==> src/hdl/pta_pkg.sv <==
// ----------------------------------------------------------------------------
// pta_pkg
// Shared types and constants for the partition table allocator: operation
// and status codes, beat payloads, controller states and the command and
// status bundles between controller and datapath.
// ----------------------------------------------------------------------------
package pta_pkg;

    // Default sizing
    localparam int DEF_MAX_ENTRIES = 32;
    localparam int DEF_ADDR_BITS   = 16;

    // Fixed field widths of the channel payloads
    localparam int OP_W     = 2;
    localparam int FIELD_W  = 16;
    localparam int STATUS_W = 2;
    localparam int INDEX_W  = 5;

    typedef enum logic [OP_W-1:0] {
        OP_LOAD      = 2'd0,
        OP_FIRST_FIT = 2'd1,
        OP_BEST_FIT  = 2'd2,
        OP_FREE      = 2'd3
    } t_op;

    typedef enum logic [STATUS_W-1:0] {
        ST_OK     = 2'd0,
        ST_NOFIT  = 2'd1,
        ST_FULL   = 2'd2,
        ST_NOADDR = 2'd3
    } t_status;

    typedef struct packed {
        t_op                op;
        logic [FIELD_W-1:0] addr;
        logic [FIELD_W-1:0] size;
    } t_in;

    typedef struct packed {
        t_status            status;
        logic [INDEX_W-1:0] entry_index;
        logic [FIELD_W-1:0] granted_start;
    } t_out;

    typedef enum logic [2:0] {
        S_IDLE,
        S_LOAD,
        S_SCAN,
        S_DECIDE,
        S_WR_PICK,
        S_WR_REM,
        S_WR_FREE,
        S_RESULT
    } t_state;

    // Controller -> datapath
    typedef struct packed {
        logic    start;     // request beat taken, latch it and clear the scan
        logic    scan;      // step the table scan
        logic    wr_load;   // append the loaded partition
        logic    wr_pick;   // cut the picked entry and mark it used
        logic    wr_rem;    // append the remainder as a free entry
        logic    wr_free;   // clear the used mark of the picked entry
        logic    res_set;   // record the outcome
        t_status res_status;
        logic    out_load;  // move the outcome into the output register
    } t_cmd;

    // Datapath -> controller
    typedef struct packed {
        t_op  req_op;       // op of the beat on the input channel
        t_op  op;           // op of the request in progress
        logic full;
        logic scan_done;
        logic found;
        logic rem_nz;
        logic out_free;
    } t_sts;

endpackage

==> src/hdl/pta_ctrl.sv <==
// ----------------------------------------------------------------------------
// pta_ctrl
// Sequencer of the allocator: takes one request, runs the table scan,
// decides the outcome and issues the table writes and the result beat.
// ----------------------------------------------------------------------------
module pta_ctrl (
    input  logic          i_clk,
    input  logic          i_rst_n,
    input  logic          i_in_valid,
    output logic          o_in_ready,
    input  pta_pkg::t_sts i_sts,
    output pta_pkg::t_cmd o_cmd
);
    import pta_pkg::*;

    t_state r_state;
    t_state n_state;
    logic   w_start;

    assign o_in_ready = (r_state == S_IDLE);
    assign w_start    = i_in_valid && o_in_ready;

    // State register
    always_ff @(posedge i_clk) begin
        if (!i_rst_n) begin
            r_state <= S_IDLE;
        end else begin
            r_state <= n_state;
        end
    end

    // Next state
    always_comb begin
        n_state = r_state;
        unique case (r_state)
            S_IDLE: begin
                if (w_start) begin
                    n_state = (i_sts.req_op == OP_LOAD) ? S_LOAD : S_SCAN;
                end
            end
            S_LOAD: begin
                n_state = S_RESULT;
            end
            S_SCAN: begin
                if (i_sts.scan_done) begin
                    n_state = S_DECIDE;
                end
            end
            S_DECIDE: begin
                if (!i_sts.found) begin
                    n_state = S_RESULT;
                end else if (i_sts.op == OP_FREE) begin
                    n_state = S_WR_FREE;
                end else if (i_sts.rem_nz && i_sts.full) begin
                    n_state = S_RESULT;
                end else begin
                    n_state = S_WR_PICK;
                end
            end
            S_WR_PICK: begin
                n_state = i_sts.rem_nz ? S_WR_REM : S_RESULT;
            end
            S_WR_REM: begin
                n_state = S_RESULT;
            end
            S_WR_FREE: begin
                n_state = S_RESULT;
            end
            S_RESULT: begin
                if (i_sts.out_free) begin
                    n_state = S_IDLE;
                end
            end
            default: begin
                n_state = S_IDLE;
            end
        endcase
    end

    // Commands
    always_comb begin
        o_cmd            = '0;
        o_cmd.res_status = ST_OK;
        o_cmd.start      = w_start;
        unique case (r_state)
            S_IDLE: begin
            end
            S_LOAD: begin
                o_cmd.res_set = 1'b1;
                if (i_sts.full) begin
                    o_cmd.res_status = ST_FULL;
                end else begin
                    o_cmd.wr_load = 1'b1;
                end
            end
            S_SCAN: begin
                o_cmd.scan = 1'b1;
            end
            S_DECIDE: begin
                if (!i_sts.found) begin
                    o_cmd.res_set    = 1'b1;
                    o_cmd.res_status = (i_sts.op == OP_FREE) ? ST_NOADDR : ST_NOFIT;
                end else if (i_sts.op != OP_FREE && i_sts.rem_nz && i_sts.full) begin
                    o_cmd.res_set    = 1'b1;
                    o_cmd.res_status = ST_FULL;
                end
            end
            S_WR_PICK: begin
                o_cmd.wr_pick = 1'b1;
                o_cmd.res_set = !i_sts.rem_nz;
            end
            S_WR_REM: begin
                o_cmd.wr_rem  = 1'b1;
                o_cmd.res_set = 1'b1;
            end
            S_WR_FREE: begin
                o_cmd.wr_free = 1'b1;
                o_cmd.res_set = 1'b1;
            end
            S_RESULT: begin
                o_cmd.out_load = i_sts.out_free;
            end
            default: begin
            end
        endcase
    end

endmodule

==> src/hdl/pta_datapath.sv <==
// ----------------------------------------------------------------------------
// pta_datapath
// Partition table memory, request registers, the one-entry-a-cycle scan
// with first-fit / best-fit / free matching, and the output register.
// ----------------------------------------------------------------------------
module pta_datapath #(
    parameter int MAX_ENTRIES = pta_pkg::DEF_MAX_ENTRIES,
    parameter int ADDR_BITS   = pta_pkg::DEF_ADDR_BITS
) (
    input  logic          i_clk,
    input  logic          i_rst_n,
    input  pta_pkg::t_in  i_in,
    input  pta_pkg::t_cmd i_cmd,
    output pta_pkg::t_sts o_sts,
    output logic          o_out_valid,
    input  logic          i_out_ready,
    output pta_pkg::t_out o_out
);
    import pta_pkg::*;

    localparam int IDX_W = $clog2(MAX_ENTRIES);
    localparam int CNT_W = $clog2(MAX_ENTRIES + 1);

    // Table storage, one write and one registered read per cycle
    logic [ADDR_BITS-1:0] mem_start [MAX_ENTRIES];
    logic [FIELD_W-1:0]   mem_size  [MAX_ENTRIES];
    logic                 mem_used  [MAX_ENTRIES];

    logic [ADDR_BITS-1:0] r_rd_start;
    logic [FIELD_W-1:0]   r_rd_size;
    logic                 r_rd_used;

    // Request
    t_op                  r_op;
    logic [ADDR_BITS-1:0] r_addr;
    logic [FIELD_W-1:0]   r_size;

    // Scan and pick
    logic [CNT_W-1:0]     r_count;
    logic [CNT_W-1:0]     r_scan_idx;
    logic                 r_cmp_vld;
    logic [IDX_W-1:0]     r_cmp_idx;
    logic                 r_found;
    logic [IDX_W-1:0]     r_pick;
    logic [ADDR_BITS-1:0] r_pick_start;
    logic [FIELD_W-1:0]   r_pick_size;
    logic [FIELD_W-1:0]   r_best;

    t_status              r_res_status;
    logic                 r_out_valid;
    t_out                 r_out;

    logic                 w_full;
    logic                 w_issue;
    logic                 w_fits;
    logic                 w_match;
    logic [FIELD_W-1:0]   w_diff;
    logic                 w_take;
    logic                 w_stop;
    logic [FIELD_W-1:0]   w_rem;
    logic                 w_out_free;

    logic                 w_we;
    logic [IDX_W-1:0]     w_wa;
    logic [ADDR_BITS-1:0] w_wstart;
    logic [FIELD_W-1:0]   w_wsize;
    logic                 w_wused;

    assign w_full     = (r_count == CNT_W'(MAX_ENTRIES));
    assign w_issue    = i_cmd.scan && (r_scan_idx < r_count);
    assign w_rem      = r_pick_size - r_size;
    assign w_out_free = !r_out_valid || i_out_ready;

    // Compare of the entry returned by the memory
    assign w_fits  = !r_rd_used && (r_rd_size >= r_size);
    assign w_match = r_rd_used && (r_rd_start == r_addr);
    assign w_diff  = r_rd_size - r_size;

    always_comb begin
        w_take = 1'b0;
        w_stop = 1'b0;
        case (r_op)
            OP_FIRST_FIT: begin
                w_take = w_fits;
                w_stop = w_fits;
            end
            OP_BEST_FIT: begin
                w_take = w_fits && (!r_found || (w_diff < r_best));
            end
            OP_FREE: begin
                w_take = w_match;
                w_stop = w_match;
            end
            default: begin
            end
        endcase
    end

    // Table write port
    always_comb begin
        w_we     = 1'b0;
        w_wa     = r_pick;
        w_wstart = r_pick_start;
        w_wsize  = r_pick_size;
        w_wused  = 1'b0;
        if (i_cmd.wr_load) begin
            w_we     = 1'b1;
            w_wa     = r_count[IDX_W-1:0];
            w_wstart = r_addr;
            w_wsize  = r_size;
        end else if (i_cmd.wr_pick) begin
            w_we    = 1'b1;
            w_wsize = r_size;
            w_wused = 1'b1;
        end else if (i_cmd.wr_rem) begin
            w_we     = 1'b1;
            w_wa     = r_count[IDX_W-1:0];
            w_wstart = r_pick_start + ADDR_BITS'(r_size);
            w_wsize  = w_rem;
        end else if (i_cmd.wr_free) begin
            w_we = 1'b1;
        end
    end

    // Table memory
    always_ff @(posedge i_clk) begin
        if (w_we) begin
            mem_start[w_wa] <= w_wstart;
            mem_size[w_wa]  <= w_wsize;
            mem_used[w_wa]  <= w_wused;
        end
        r_rd_start <= mem_start[r_scan_idx[IDX_W-1:0]];
        r_rd_size  <= mem_size[r_scan_idx[IDX_W-1:0]];
        r_rd_used  <= mem_used[r_scan_idx[IDX_W-1:0]];
    end

    // Request capture
    always_ff @(posedge i_clk) begin
        if (i_cmd.start) begin
            r_op   <= i_in.op;
            r_addr <= ADDR_BITS'(i_in.addr);
            r_size <= i_in.size;
        end
    end

    // Entry count
    always_ff @(posedge i_clk) begin
        if (!i_rst_n) begin
            r_count <= '0;
        end else if (i_cmd.wr_load || i_cmd.wr_rem) begin
            r_count <= r_count + CNT_W'(1);
        end
    end

    // Scan control
    always_ff @(posedge i_clk) begin
        if (!i_rst_n) begin
            r_scan_idx <= '0;
            r_cmp_vld  <= 1'b0;
            r_found    <= 1'b0;
        end else if (i_cmd.start) begin
            r_scan_idx <= '0;
            r_cmp_vld  <= 1'b0;
            r_found    <= 1'b0;
        end else begin
            r_cmp_vld <= w_issue;
            if (w_issue) begin
                r_scan_idx <= r_scan_idx + CNT_W'(1);
            end
            if (i_cmd.scan && r_cmp_vld && w_take) begin
                r_found <= 1'b1;
            end
        end
    end

    // Pick registers; a load reuses them to report its slot
    always_ff @(posedge i_clk) begin
        if (w_issue) begin
            r_cmp_idx <= r_scan_idx[IDX_W-1:0];
        end
        if (i_cmd.wr_load) begin
            r_pick       <= r_count[IDX_W-1:0];
            r_pick_start <= r_addr;
        end else if (i_cmd.scan && r_cmp_vld && w_take) begin
            r_pick       <= r_cmp_idx;
            r_pick_start <= r_rd_start;
            r_pick_size  <= r_rd_size;
            r_best       <= w_diff;
        end
    end

    // Outcome and output register
    always_ff @(posedge i_clk) begin
        if (i_cmd.res_set) begin
            r_res_status <= i_cmd.res_status;
        end
        if (i_cmd.out_load) begin
            r_out.status <= r_res_status;
            if (r_res_status == ST_OK) begin
                r_out.entry_index   <= INDEX_W'(r_pick);
                r_out.granted_start <= FIELD_W'(r_pick_start);
            end else begin
                r_out.entry_index   <= '0;
                r_out.granted_start <= '0;
            end
        end
    end

    always_ff @(posedge i_clk) begin
        if (!i_rst_n) begin
            r_out_valid <= 1'b0;
        end else if (i_cmd.out_load) begin
            r_out_valid <= 1'b1;
        end else if (i_out_ready) begin
            r_out_valid <= 1'b0;
        end
    end

    assign o_out_valid = r_out_valid;
    assign o_out       = r_out;

    // Status to the controller
    always_comb begin
        o_sts.req_op    = i_in.op;
        o_sts.op        = r_op;
        o_sts.full      = w_full;
        o_sts.scan_done = (r_cmp_vld && w_stop) || (!r_cmp_vld && r_scan_idx == r_count);
        o_sts.found     = r_found;
        o_sts.rem_nz    = (w_rem != '0);
        o_sts.out_free  = w_out_free;
    end

    // Checks
    a_count_bound: assert property (@(posedge i_clk) disable iff (!i_rst_n)
        r_count <= CNT_W'(MAX_ENTRIES))
        else $error("entry count beyond table depth");

    a_append_room: assert property (@(posedge i_clk) disable iff (!i_rst_n)
        (i_cmd.wr_load || i_cmd.wr_rem) |-> !w_full)
        else $error("append into a full table");

    a_one_write: assert property (@(posedge i_clk) disable iff (!i_rst_n)
        $onehot0({i_cmd.wr_load, i_cmd.wr_pick, i_cmd.wr_rem, i_cmd.wr_free}))
        else $error("more than one table write in a cycle");

    a_out_no_overrun: assert property (@(posedge i_clk) disable iff (!i_rst_n)
        i_cmd.out_load |-> w_out_free)
        else $error("result beat overwritten before it was taken");

    a_pick_in_table: assert property (@(posedge i_clk) disable iff (!i_rst_n)
        (i_cmd.wr_pick || i_cmd.wr_free) |-> (r_found && (CNT_W'(r_pick) < r_count)))
        else $error("write to an entry outside the table");

endmodule

==> src/hdl/partition_table_allocator_core.sv <==
// ----------------------------------------------------------------------------
// partition_table_allocator_core
// Table of variable partitions with load, first-fit, best-fit and free.
//
// Input channel (i_in_valid / o_in_ready, payload i_in): one request beat of
// op, addr and size. Output channel (o_out_valid / i_out_ready, payload
// o_out): exactly one result beat per request with status, entry index and
// granted start address.
// One request is handled at a time. A load passes the load state and then
// the result state, which fills the output register. An allocation or free
// walks the table one entry a cycle through the single read port of the
// table memory, then the decide state; on success it writes the picked
// entry and, for a split, the remainder, or clears the used mark for a
// free, and the result state fills the output register. First-fit and free
// stop at the first matching entry. Once the result is registered the block
// returns to idle and takes the next request, even while that result waits.
// A stalled receiver holds the block once a further result is ready to go out.
// Reset empties the table (entry count to zero) and drops any pending
// result; the table memory itself needs no clearing.
// ----------------------------------------------------------------------------
module partition_table_allocator_core #(
    parameter int MAX_ENTRIES = pta_pkg::DEF_MAX_ENTRIES,
    parameter int ADDR_BITS   = pta_pkg::DEF_ADDR_BITS
) (
    input  logic          i_clk,
    input  logic          i_rst_n,
    input  logic          i_in_valid,
    output logic          o_in_ready,
    input  pta_pkg::t_in  i_in,
    output logic          o_out_valid,
    input  logic          i_out_ready,
    output pta_pkg::t_out o_out
);
    import pta_pkg::*;

    t_cmd w_cmd;
    t_sts w_sts;

    // Sequencer
    pta_ctrl u_ctrl (
        .i_clk      (i_clk),
        .i_rst_n    (i_rst_n),
        .i_in_valid (i_in_valid),
        .o_in_ready (o_in_ready),
        .i_sts      (w_sts),
        .o_cmd      (w_cmd)
    );

    // Table, scan and output register
    pta_datapath #(
        .MAX_ENTRIES (MAX_ENTRIES),
        .ADDR_BITS   (ADDR_BITS)
    ) u_datapath (
        .i_clk       (i_clk),
        .i_rst_n     (i_rst_n),
        .i_in        (i_in),
        .i_cmd       (w_cmd),
        .o_sts       (w_sts),
        .o_out_valid (o_out_valid),
        .i_out_ready (i_out_ready),
        .o_out       (o_out)
    );

endmodule

==> config.mk <==
export PLATFORM = sky130hd
export DESIGN_NAME = partition_table_allocator_core
export DESIGN_NICKNAME = d
export VERILOG_FILES = /design/src/hdl/pta_pkg.sv /design/src/hdl/pta_ctrl.sv /design/src/hdl/pta_datapath.sv /design/src/hdl/partition_table_allocator_core.sv
export SDC_FILE = /design/constraint.sdc
export NUM_CORES = 2
export LEC_CHECK = 0
export ABC_AREA = 1
export BUFFER_PORTS_ARGS = -buffer_cell sky130_fd_sc_hd__buf_4
export CORE_MARGIN = 2
export CORE_UTILIZATION = 55
export CTS_CLUSTER_DIAMETER = 200
export CTS_CLUSTER_SIZE = 30
export DETAILED_ROUTE_END_ITERATION = 8
export PLACE_DENSITY = 0.8
export REMOVE_ABC_BUFFERS = 1
export SYNTH_ARGS = -nofsm -noshare
export SYNTH_HDL_FRONTEND = slang
export SYNTH_SLANG_ARGS = --single-unit
==> constraint.sdc <==
create_clock -name i_clk -period 5.3 [get_ports i_clk]
set_clock_uncertainty 0.15 [all_clocks]
set_input_delay 1.325 -clock i_clk [delete_from_list [all_inputs] [get_ports i_clk]]
set_output_delay 1.325 -clock i_clk [all_outputs]
set_load 0.01 [all_outputs]
== Yosys cells after proc, flatten, opt, wreduce, memory -nomap -nowiden ==
Memory sizes are Yosys's and may differ from the RTL's. A register that Yosys moved wholly into a read port is not among the register bits.
Index checks and enable logic that the tools add are counted.
Word-level totals
  RAM bits: 1056
  memories kept: 3
  bits of input ports: 38
  word-level logic and storage cells: 126
  register bits after elaboration: 135
  output and inout port bits: 25
Cells by class
  bitwise logic cells: 2
  equality and inequality tests: 17
  magnitude comparators: 3
  reduce and logical (&&, ||, !) cells: 31
  $add $sub $neg: 5
  mux-type cells: 47
Memories
  u_datapath.mem_size: depth 32, bits a word 16, read ports 1, clocked after memory_dff 1, wr ports 1, RTL line pta_datapath.sv:26  | logic [FIELD_W-1:0] mem_size [MAX_ENTRIES];
  u_datapath.mem_start: depth 32, bits a word 16, read ports 1, clocked after memory_dff 1, wr ports 1, RTL line pta_datapath.sv:25  | logic [ADDR_BITS-1:0] mem_start [MAX_ENTRIES];
  u_datapath.mem_used: depth 32, bits a word 1, read ports 1, clocked after memory_dff 1, wr ports 1, RTL line pta_datapath.sv:27  | logic mem_used [MAX_ENTRIES];
Operators by type and width (count)
  2-to-1 mux 16 bit: 8
  subtractor 16 bit: 2
  2-to-1 mux 5 bit: 5
  2-to-1 mux 3 bit: 7
  one-hot mux 3 bit (6 select lines): 1
  2-to-1 mux 1 bit: 17
  adder 16 bit: 1
  equality test 16 bit: 1
  >= comparator 16 bit: 1
  less-than comparator 16 bit: 1
  nonzero test 16 bit: 1
  adder 6 x 1 -> 6 bit, second input constant: 2
  equality test 3 bit, second input constant: 4
  logical AND 1 bit: 12
  2-to-1 mux 2 bit: 5
  equality test 3 x 2 -> 1 bit, second input constant: 2
  equality test 6 bit: 1
  equality test 6 bit, second input constant: 1
  less-than comparator 6 bit: 1
  one-hot mux 1 bit (3 select lines): 2
  logical NOT 1 bit: 5
  equality test 2 bit, second input constant: 2
  logical NOT 2 bit: 2
  logical OR 1 bit: 4
  other kinds (13): 17

== Longest topological paths before layout ==
  depth after elaboration: 8
  gate-level depth with buffers: 25
  gate-level depth less buffers: 25

== By module ==
Synthesis repeated with hierarchy kept, for this count alone.
Second synthesis, totals
  cells, all modules: 4077
  area, all modules: 50592.3 µm²
By module, submodules not included
  pta_datapath: area an instance 50260.7 µm², cells an instance 4013, times used 1, seq. area each 36184.7 µm²
  pta_ctrl: area an instance 331.6 µm², cells an instance 64, times used 1, seq. area each 60.1 µm²

== Worst setup path after synthesis ==
OpenSTA, ideal clock, no wires.
  kind: register to register
  from: register u_datapath.r_size[1]
  to: register u_datapath.r_best[0], enable pin
  stages on the path, launching flop included: 26
  setup time: 387 ps
  clock period less this slack: 3951 ps
  path slack: 1349 ps
  arrival: 3414 ps
  path through: edfxtp_1 -> inv_1 -> ha_1 -> nand2_1 -> o21ai_1 -> nand2_1 -> nand2_1 -> a21oi_1 -> o21ai_2 -> nand2_1 -> nand2_1 -> nand2_1 -> nand2_1 -> nand2_1 -> nand2_1 -> xor2_1 -> ha_1 -> a21oi_1 -> o21ai_0 -> a21oi_1 -> nand2_1 -> nand2_1 -> nand2_1 -> nand3_1 -> nand2_1 -> inv_1
Between the ends
  longest elaborated chain between the ends: 7
  elaborated cells between the ends (all ways): 9
  those cells by class: add/sub: 1; order compare: 2; mux: 1; reduce/logical: 5
Ends and longest elaborated chain
  start: declaration: RTL line pta_datapath.sv:36  | logic [FIELD_W-1:0] r_size;
  start signal: assignment: RTL line pta_datapath.sv:142  | r_size <= i_in.size;
  subtractor 16 bit: RTL line pta_datapath.sv:77  | assign w_diff = r_rd_size - r_size;
  via u_datapath.w_diff[11]: RTL line pta_datapath.sv:57  | logic [FIELD_W-1:0] w_diff;
  less-than comparator 16 bit: RTL line pta_datapath.sv:88  | w_take = w_fits && (!r_found || (w_diff < r_best));
  logical OR 1 bit: RTL line pta_datapath.sv:88
  logical AND 1 bit: RTL line pta_datapath.sv:88
  one-hot mux 1 bit (3 select lines): RTL line pta_datapath.sv:82  | case (r_op)
  logical AND 1 bit: RTL line pta_datapath.sv:184  | end else if (i_cmd.scan && r_cmp_vld && w_take) begin
  AND reduction 2 bit (no source line)
  end signal: assignment: RTL line pta_datapath.sv:188  | r_best <= w_diff;
  end: declaration: RTL line pta_datapath.sv:47  | logic [FIELD_W-1:0] r_best;
The timed path passes the listed nets, and every way through them passes these cells.
A chain may end at the register's enable or synchronous reset.

== Final worst setup path ==
  from: register u_datapath.r_size[1]
  to: register u_datapath.r_pick_size[13], enable pin
Between the ends
  longest elaborated chain between the ends: 7
  elaborated cells between the ends (all ways): 9
  those cells by class: add/sub: 1; order compare: 2; mux: 1; reduce/logical: 5
Ends and longest elaborated chain
  subtractor 16 bit: RTL line pta_datapath.sv:77
  via u_datapath.w_diff[11]: RTL line pta_datapath.sv:57
  less-than comparator 16 bit: RTL line pta_datapath.sv:88
  logical OR 1 bit: RTL line pta_datapath.sv:88
  logical AND 1 bit: RTL line pta_datapath.sv:88
  one-hot mux 1 bit (3 select lines): RTL line pta_datapath.sv:82
  logical AND 1 bit: RTL line pta_datapath.sv:184
  AND reduction 2 bit (no source line)
  end signal: assignment: RTL line pta_datapath.sv:187  | r_pick_size <= r_rd_size;
  end: declaration: RTL line pta_datapath.sv:46  | logic [FIELD_W-1:0] r_pick_size;
The timed path passes the listed nets, and every way through them passes these cells.

==> results.txt <==
The initial core utilization is 55.2%. The initial antenna violation count is 5. The number of hold violations in the final report is 0. The later pin in the worst-skew pair is clocked with a latency of 0.68 ns. In the synthesized netlist the dominant register cell turns out to be sky130_fd_sc_hd__edfxtp_1.

The die covers between 0.09 and 0.1 mm2. Wires add up to ~140 mm. The number of global-route vias before repair is ~32000.

The quantity of gates resized following cts is 0. The placeable core area is 0.0912 mm2. The worst setup path is launched from a flop. The commonest non-fill, non-tap cell in the layout is sky130_fd_sc_hd__edfxtp_1. The post-place setup slack is 0.864 ns.

The number of warnings printed during yosys synthesis came out at 0. The fraction of layout cells with a size suffix above 1 came out at ~8%. The DRC violation count after routing is 0.

The count of buffers from port buffering is 62. The number of buffers created by CTS came out at 46. The overflow left after global routing is 0. The final-stage net count is approximately 4100. The highest achievable clock rate is 222 MHz. IR analysis of the VDD net gives a maximum drop of 0.322 mV. The number of DRC markers in iteration 0 is 6008. The largest fanout of any net on the critical path is 32.

Power spread over the standard cell area amounts to 466 mW/mm2. Power comes to 25200 uW. The final worst slack is 0.792 ns.

CTS built an H-tree with a depth of 2. The maximum buffer depth of the clock tree is 3. The synthesized flop and latch total is approximately 1200.

The clock-pin transition on the worst setup and hold timing paths is 0.12 ns. Setup violations remaining at the end of the flow were counted as 0. The placer congestion estimate is between 0.9 and 1. The share of synthesized flip-flops with an asynchronous set or reset is 0%. The relative area change from synthesis to final layout is 7.48%. In the final routed layout, each cell accounts on average for between 20 and 30 um. Across the run, the number of max-cap violations was 0. A synthesized cell averages roughly 12 um2.

On the final layout, the worst hold slack is about 0.3 ns. The endpoint class of the critical path is a flop. The critical path is of the reg -> reg type. The time the worst path needs with I/O delays and setup came out at roughly 4.5 ns.

The flow ran to the end, and the final reports show no timing, DRC or antenna violations. The clock sink count came out at 1224. The data arrival time of the critical path is 4.65 ns.

Headroom to the max-slew limit came out at 12.9%. Entering global routing, the biggest net connects 212 pins. In this run the clock root is driven by a sky130_fd_sc_hd__clkbuf_16. The total standard cell area after synthesis came out at 0.0504 mm2. The number of buffers added for setup after CTS is 0.

TritonCTS built the clock tree. The row count came out at 111. The path class of the tightest hold or removal check is reg -> reg. The global-route total usage across every layer came out at 29.1%.

The final core utilization is between 50% and 60%. The horizontal extent of the die is 307 um. The register-to-register path setup slack came out at between 0.7 and 0.8 ns. During I/O placement, the number of pins put on the boundary was 63. The number of antenna diodes in the final layout is 0.

The height of the die is 307 um. The count of flip-flops with a built-in enable after synthesis came out at 1173. For the worst setup path, the data required time is between 5 and 6 ns. The via-per-instance ratio is 6.45.

The detail route stage leaves a number of antenna-violating nets equal to 0. Leaving out fill and tap cells, the most frequent cells in the layout are sky130_fd_sc_hd__edfxtp_1 (1173), sky130_fd_sc_hd__o21ai_0 (600), sky130_fd_sc_hd__nor2_1 (599), sky130_fd_sc_hd__nand2_1 (362), sky130_fd_sc_hd__inv_1 (203). For this block, the via count after detailed routing is 33800. The sequential-to-total area share from yosys stat came out at 71.9%. Setup repair after global routing left no endpoint under its margin.

The estimated wirelength of the detail-placed design came out at approximately 87 mm. The number of slew-limit violations in the final report is 0. The leakage power figure is 0.0182 uW. The first global-routing pass estimated 204 mm of wire. The actual slew at the worst max-slew pin is between 1 and 1.5 ns. The worst path uses 85.1% of the clock period.

The number of different library cells in the post-synthesis netlist is 45. For this design, the CTS-stage hold fixing added 0 buffers. The number of search-and-repair iterations in the first detailed-routing pass is 8. The cell count after synthesis came out at roughly 4100.
[through the flow]
stage	std cells	cell area [um2]	setup TNS [ns]
finish	5244	54200	0
detailed placement	5171	52800	0
global placement	5171	52800	0
global route	5244	54200	0
CTS	5244	54200	0
floorplan	3827	49400	-683.23
[flip-flops by register name, summed over array words and instances, names as in the netlist, 2 cells and up]
name	count
u_datapath.mem_size	512
u_datapath.mem_start	512
u_datapath.mem_used	32
u_datapath.o_out	23
u_datapath.r_addr	16
u_datapath.r_best	16
u_datapath.r_pick_size	16
u_datapath.r_pick_start	16
u_datapath.r_rd_size	16
u_datapath.r_rd_start	16
u_datapath.r_size	16
u_datapath.r_count	6
u_datapath.r_scan_idx	6
u_datapath.r_cmp_idx	5
u_datapath.r_pick	5
u_ctrl.r_state	3
u_datapath.r_op	2
u_datapath.r_res_status	2
[Yosys cell counts, types with 2 or more instances]
library cell / number / area (um2)
sky130_fd_sc_hd__nor2_4: 6 / 67.6
sky130_fd_sc_hd__nor3b_1: 2 / 15.0
sky130_fd_sc_hd__a21oi_1: 72 / 360
sky130_fd_sc_hd__a21oi_2: 2 / 17.5
sky130_fd_sc_hd__o211ai_1: 38 / 285
sky130_fd_sc_hd__inv_2: 14 / 52.6
sky130_fd_sc_hd__o21ai_2: 5 / 43.8
sky130_fd_sc_hd__buf_4: 3 / 22.5
sky130_fd_sc_hd__nor3_2: 2 / 20.0
sky130_fd_sc_hd__a21o_1: 3 / 22.5
sky130_fd_sc_hd__buf_6: 2 / 22.5
sky130_fd_sc_hd__edfxtp_1: 1173 / 35200
sky130_fd_sc_hd__a21boi_1: 2 / 15.0
sky130_fd_sc_hd__buf_2: 37 / 185
sky130_fd_sc_hd__fa_1: 3 / 60.1
sky130_fd_sc_hd__nand3_2: 8 / 80.1
sky130_fd_sc_hd__nor2_2: 4 / 25.0
sky130_fd_sc_hd__nand4_1: 48 / 300
sky130_fd_sc_hd__xnor2_1: 22 / 193
sky130_fd_sc_hd__buf_1: 12 / 45.0
sky130_fd_sc_hd__clkbuf_1: 182 / 683
sky130_fd_sc_hd__o221ai_1: 105 / 920
sky130_fd_sc_hd__o21ai_1: 37 / 185
sky130_fd_sc_hd__xor2_1: 18 / 158
sky130_fd_sc_hd__a31oi_1: 5 / 31.3
sky130_fd_sc_hd__and2_1: 3 / 18.8
sky130_fd_sc_hd__nand3_1: 110 / 551
sky130_fd_sc_hd__o31ai_1: 2 / 15.0
sky130_fd_sc_hd__ha_1: 70 / 876
sky130_fd_sc_hd__inv_1: 206 / 773
sky130_fd_sc_hd__or2_2: 3 / 18.8
sky130_fd_sc_hd__dfxtp_1: 51 / 1020
sky130_fd_sc_hd__nand2_1: 362 / 1360
sky130_fd_sc_hd__o22ai_1: 171 / 1070
sky130_fd_sc_hd__nor3_1: 11 / 55.1
sky130_fd_sc_hd__nor2_1: 636 / 2390
sky130_fd_sc_hd__nand3b_1: 2 / 15.0
sky130_fd_sc_hd__nand2_2: 14 / 87.6
sky130_fd_sc_hd__o21ai_0: 611 / 3060
[worst paths after layout]
check,endpoint,from,cells past startpoint
min reg2reg,u_datapath.r_pick_size[9],u_datapath.r_rd_size[9],0
max reg2reg,u_datapath.r_pick_size[13],u_datapath.r_size[1],26
max,u_datapath.r_pick_size[13],u_datapath.r_size[1],26
min,u_datapath.r_pick_size[9],u_datapath.r_rd_size[9],0
[final cells by class]
type                       instances  area (um2)
tap                             1186        1480
inverter                         220         840
timing repair buffer             158        1410
fill                            6732       37100
sequential                      1224       36300
multi-input combinational       2383       12900
clock inverter                     3        68.8
clock buffer                      70        1260
[worst max-delay path: stages, from the launching register on]
cell and delay (ns):
sky130_fd_sc_hd__edfxtp_1 0.50, sky130_fd_sc_hd__inv_1 0.24, sky130_fd_sc_hd__ha_1 0.27, sky130_fd_sc_hd__nand2_1 0.09, sky130_fd_sc_hd__o21ai_1 0.09, sky130_fd_sc_hd__nand2_1 0.08, sky130_fd_sc_hd__nand2_1 0.06, sky130_fd_sc_hd__a21oi_1 0.32
sky130_fd_sc_hd__o21ai_2 0.13, sky130_fd_sc_hd__nand2_1 0.07, sky130_fd_sc_hd__nand2_1 0.05, sky130_fd_sc_hd__nand2_1 0.05, sky130_fd_sc_hd__nand2_1 0.08, sky130_fd_sc_hd__nand2_1 0.07, sky130_fd_sc_hd__nand2_1 0.05, sky130_fd_sc_hd__xor2_1 0.23
sky130_fd_sc_hd__ha_1 0.29, sky130_fd_sc_hd__a21oi_1 0.13, sky130_fd_sc_hd__o21ai_0 0.10, sky130_fd_sc_hd__a21oi_1 0.18, sky130_fd_sc_hd__nand2_1 0.13, sky130_fd_sc_hd__nand2_1 0.08, sky130_fd_sc_hd__nand2_1 0.05, sky130_fd_sc_hd__nand3_1 0.06
sky130_fd_sc_hd__nand2_1 0.09, sky130_fd_sc_hd__inv_1 0.07, sky130_fd_sc_hd__buf_4 0.41
[report_power, final]
part	switching, uW	internal (uW)	total (uW)	leakage (uW)
combinational	5720	1680	7400	0.00651
sequential	350	13000	13300	0.0110
clock	2800	1690	4490	0.000633
total	8870	16400	25200	0.0182
[per-layer routing]
layer / routed length (um) / vias up / global-route usage [%]
met2: 63900 / 2350 / 45.8
met1: 50700 / 16400 / 39.3
li1: - / 14700 / -
met5: 13 / - / 0
met4: 5300 / 2 / 10.8
met3: 19300 / 315 / 7.66
[logic make-up after synthesis]
kind of cell / Yosys count / share of synthesized area, %
buffers and inverters: 456 / 3.54
xor gates and xnor gates: 40 / 0.695
and+or+nand+nor: 1214 / 9.97
adders and majority gates: 73 / 1.86
AOI/OAI and AO/OA: 1056 / 12.0
DFF: 1224 / 71.9
Power figures use the tool's default switching activity.
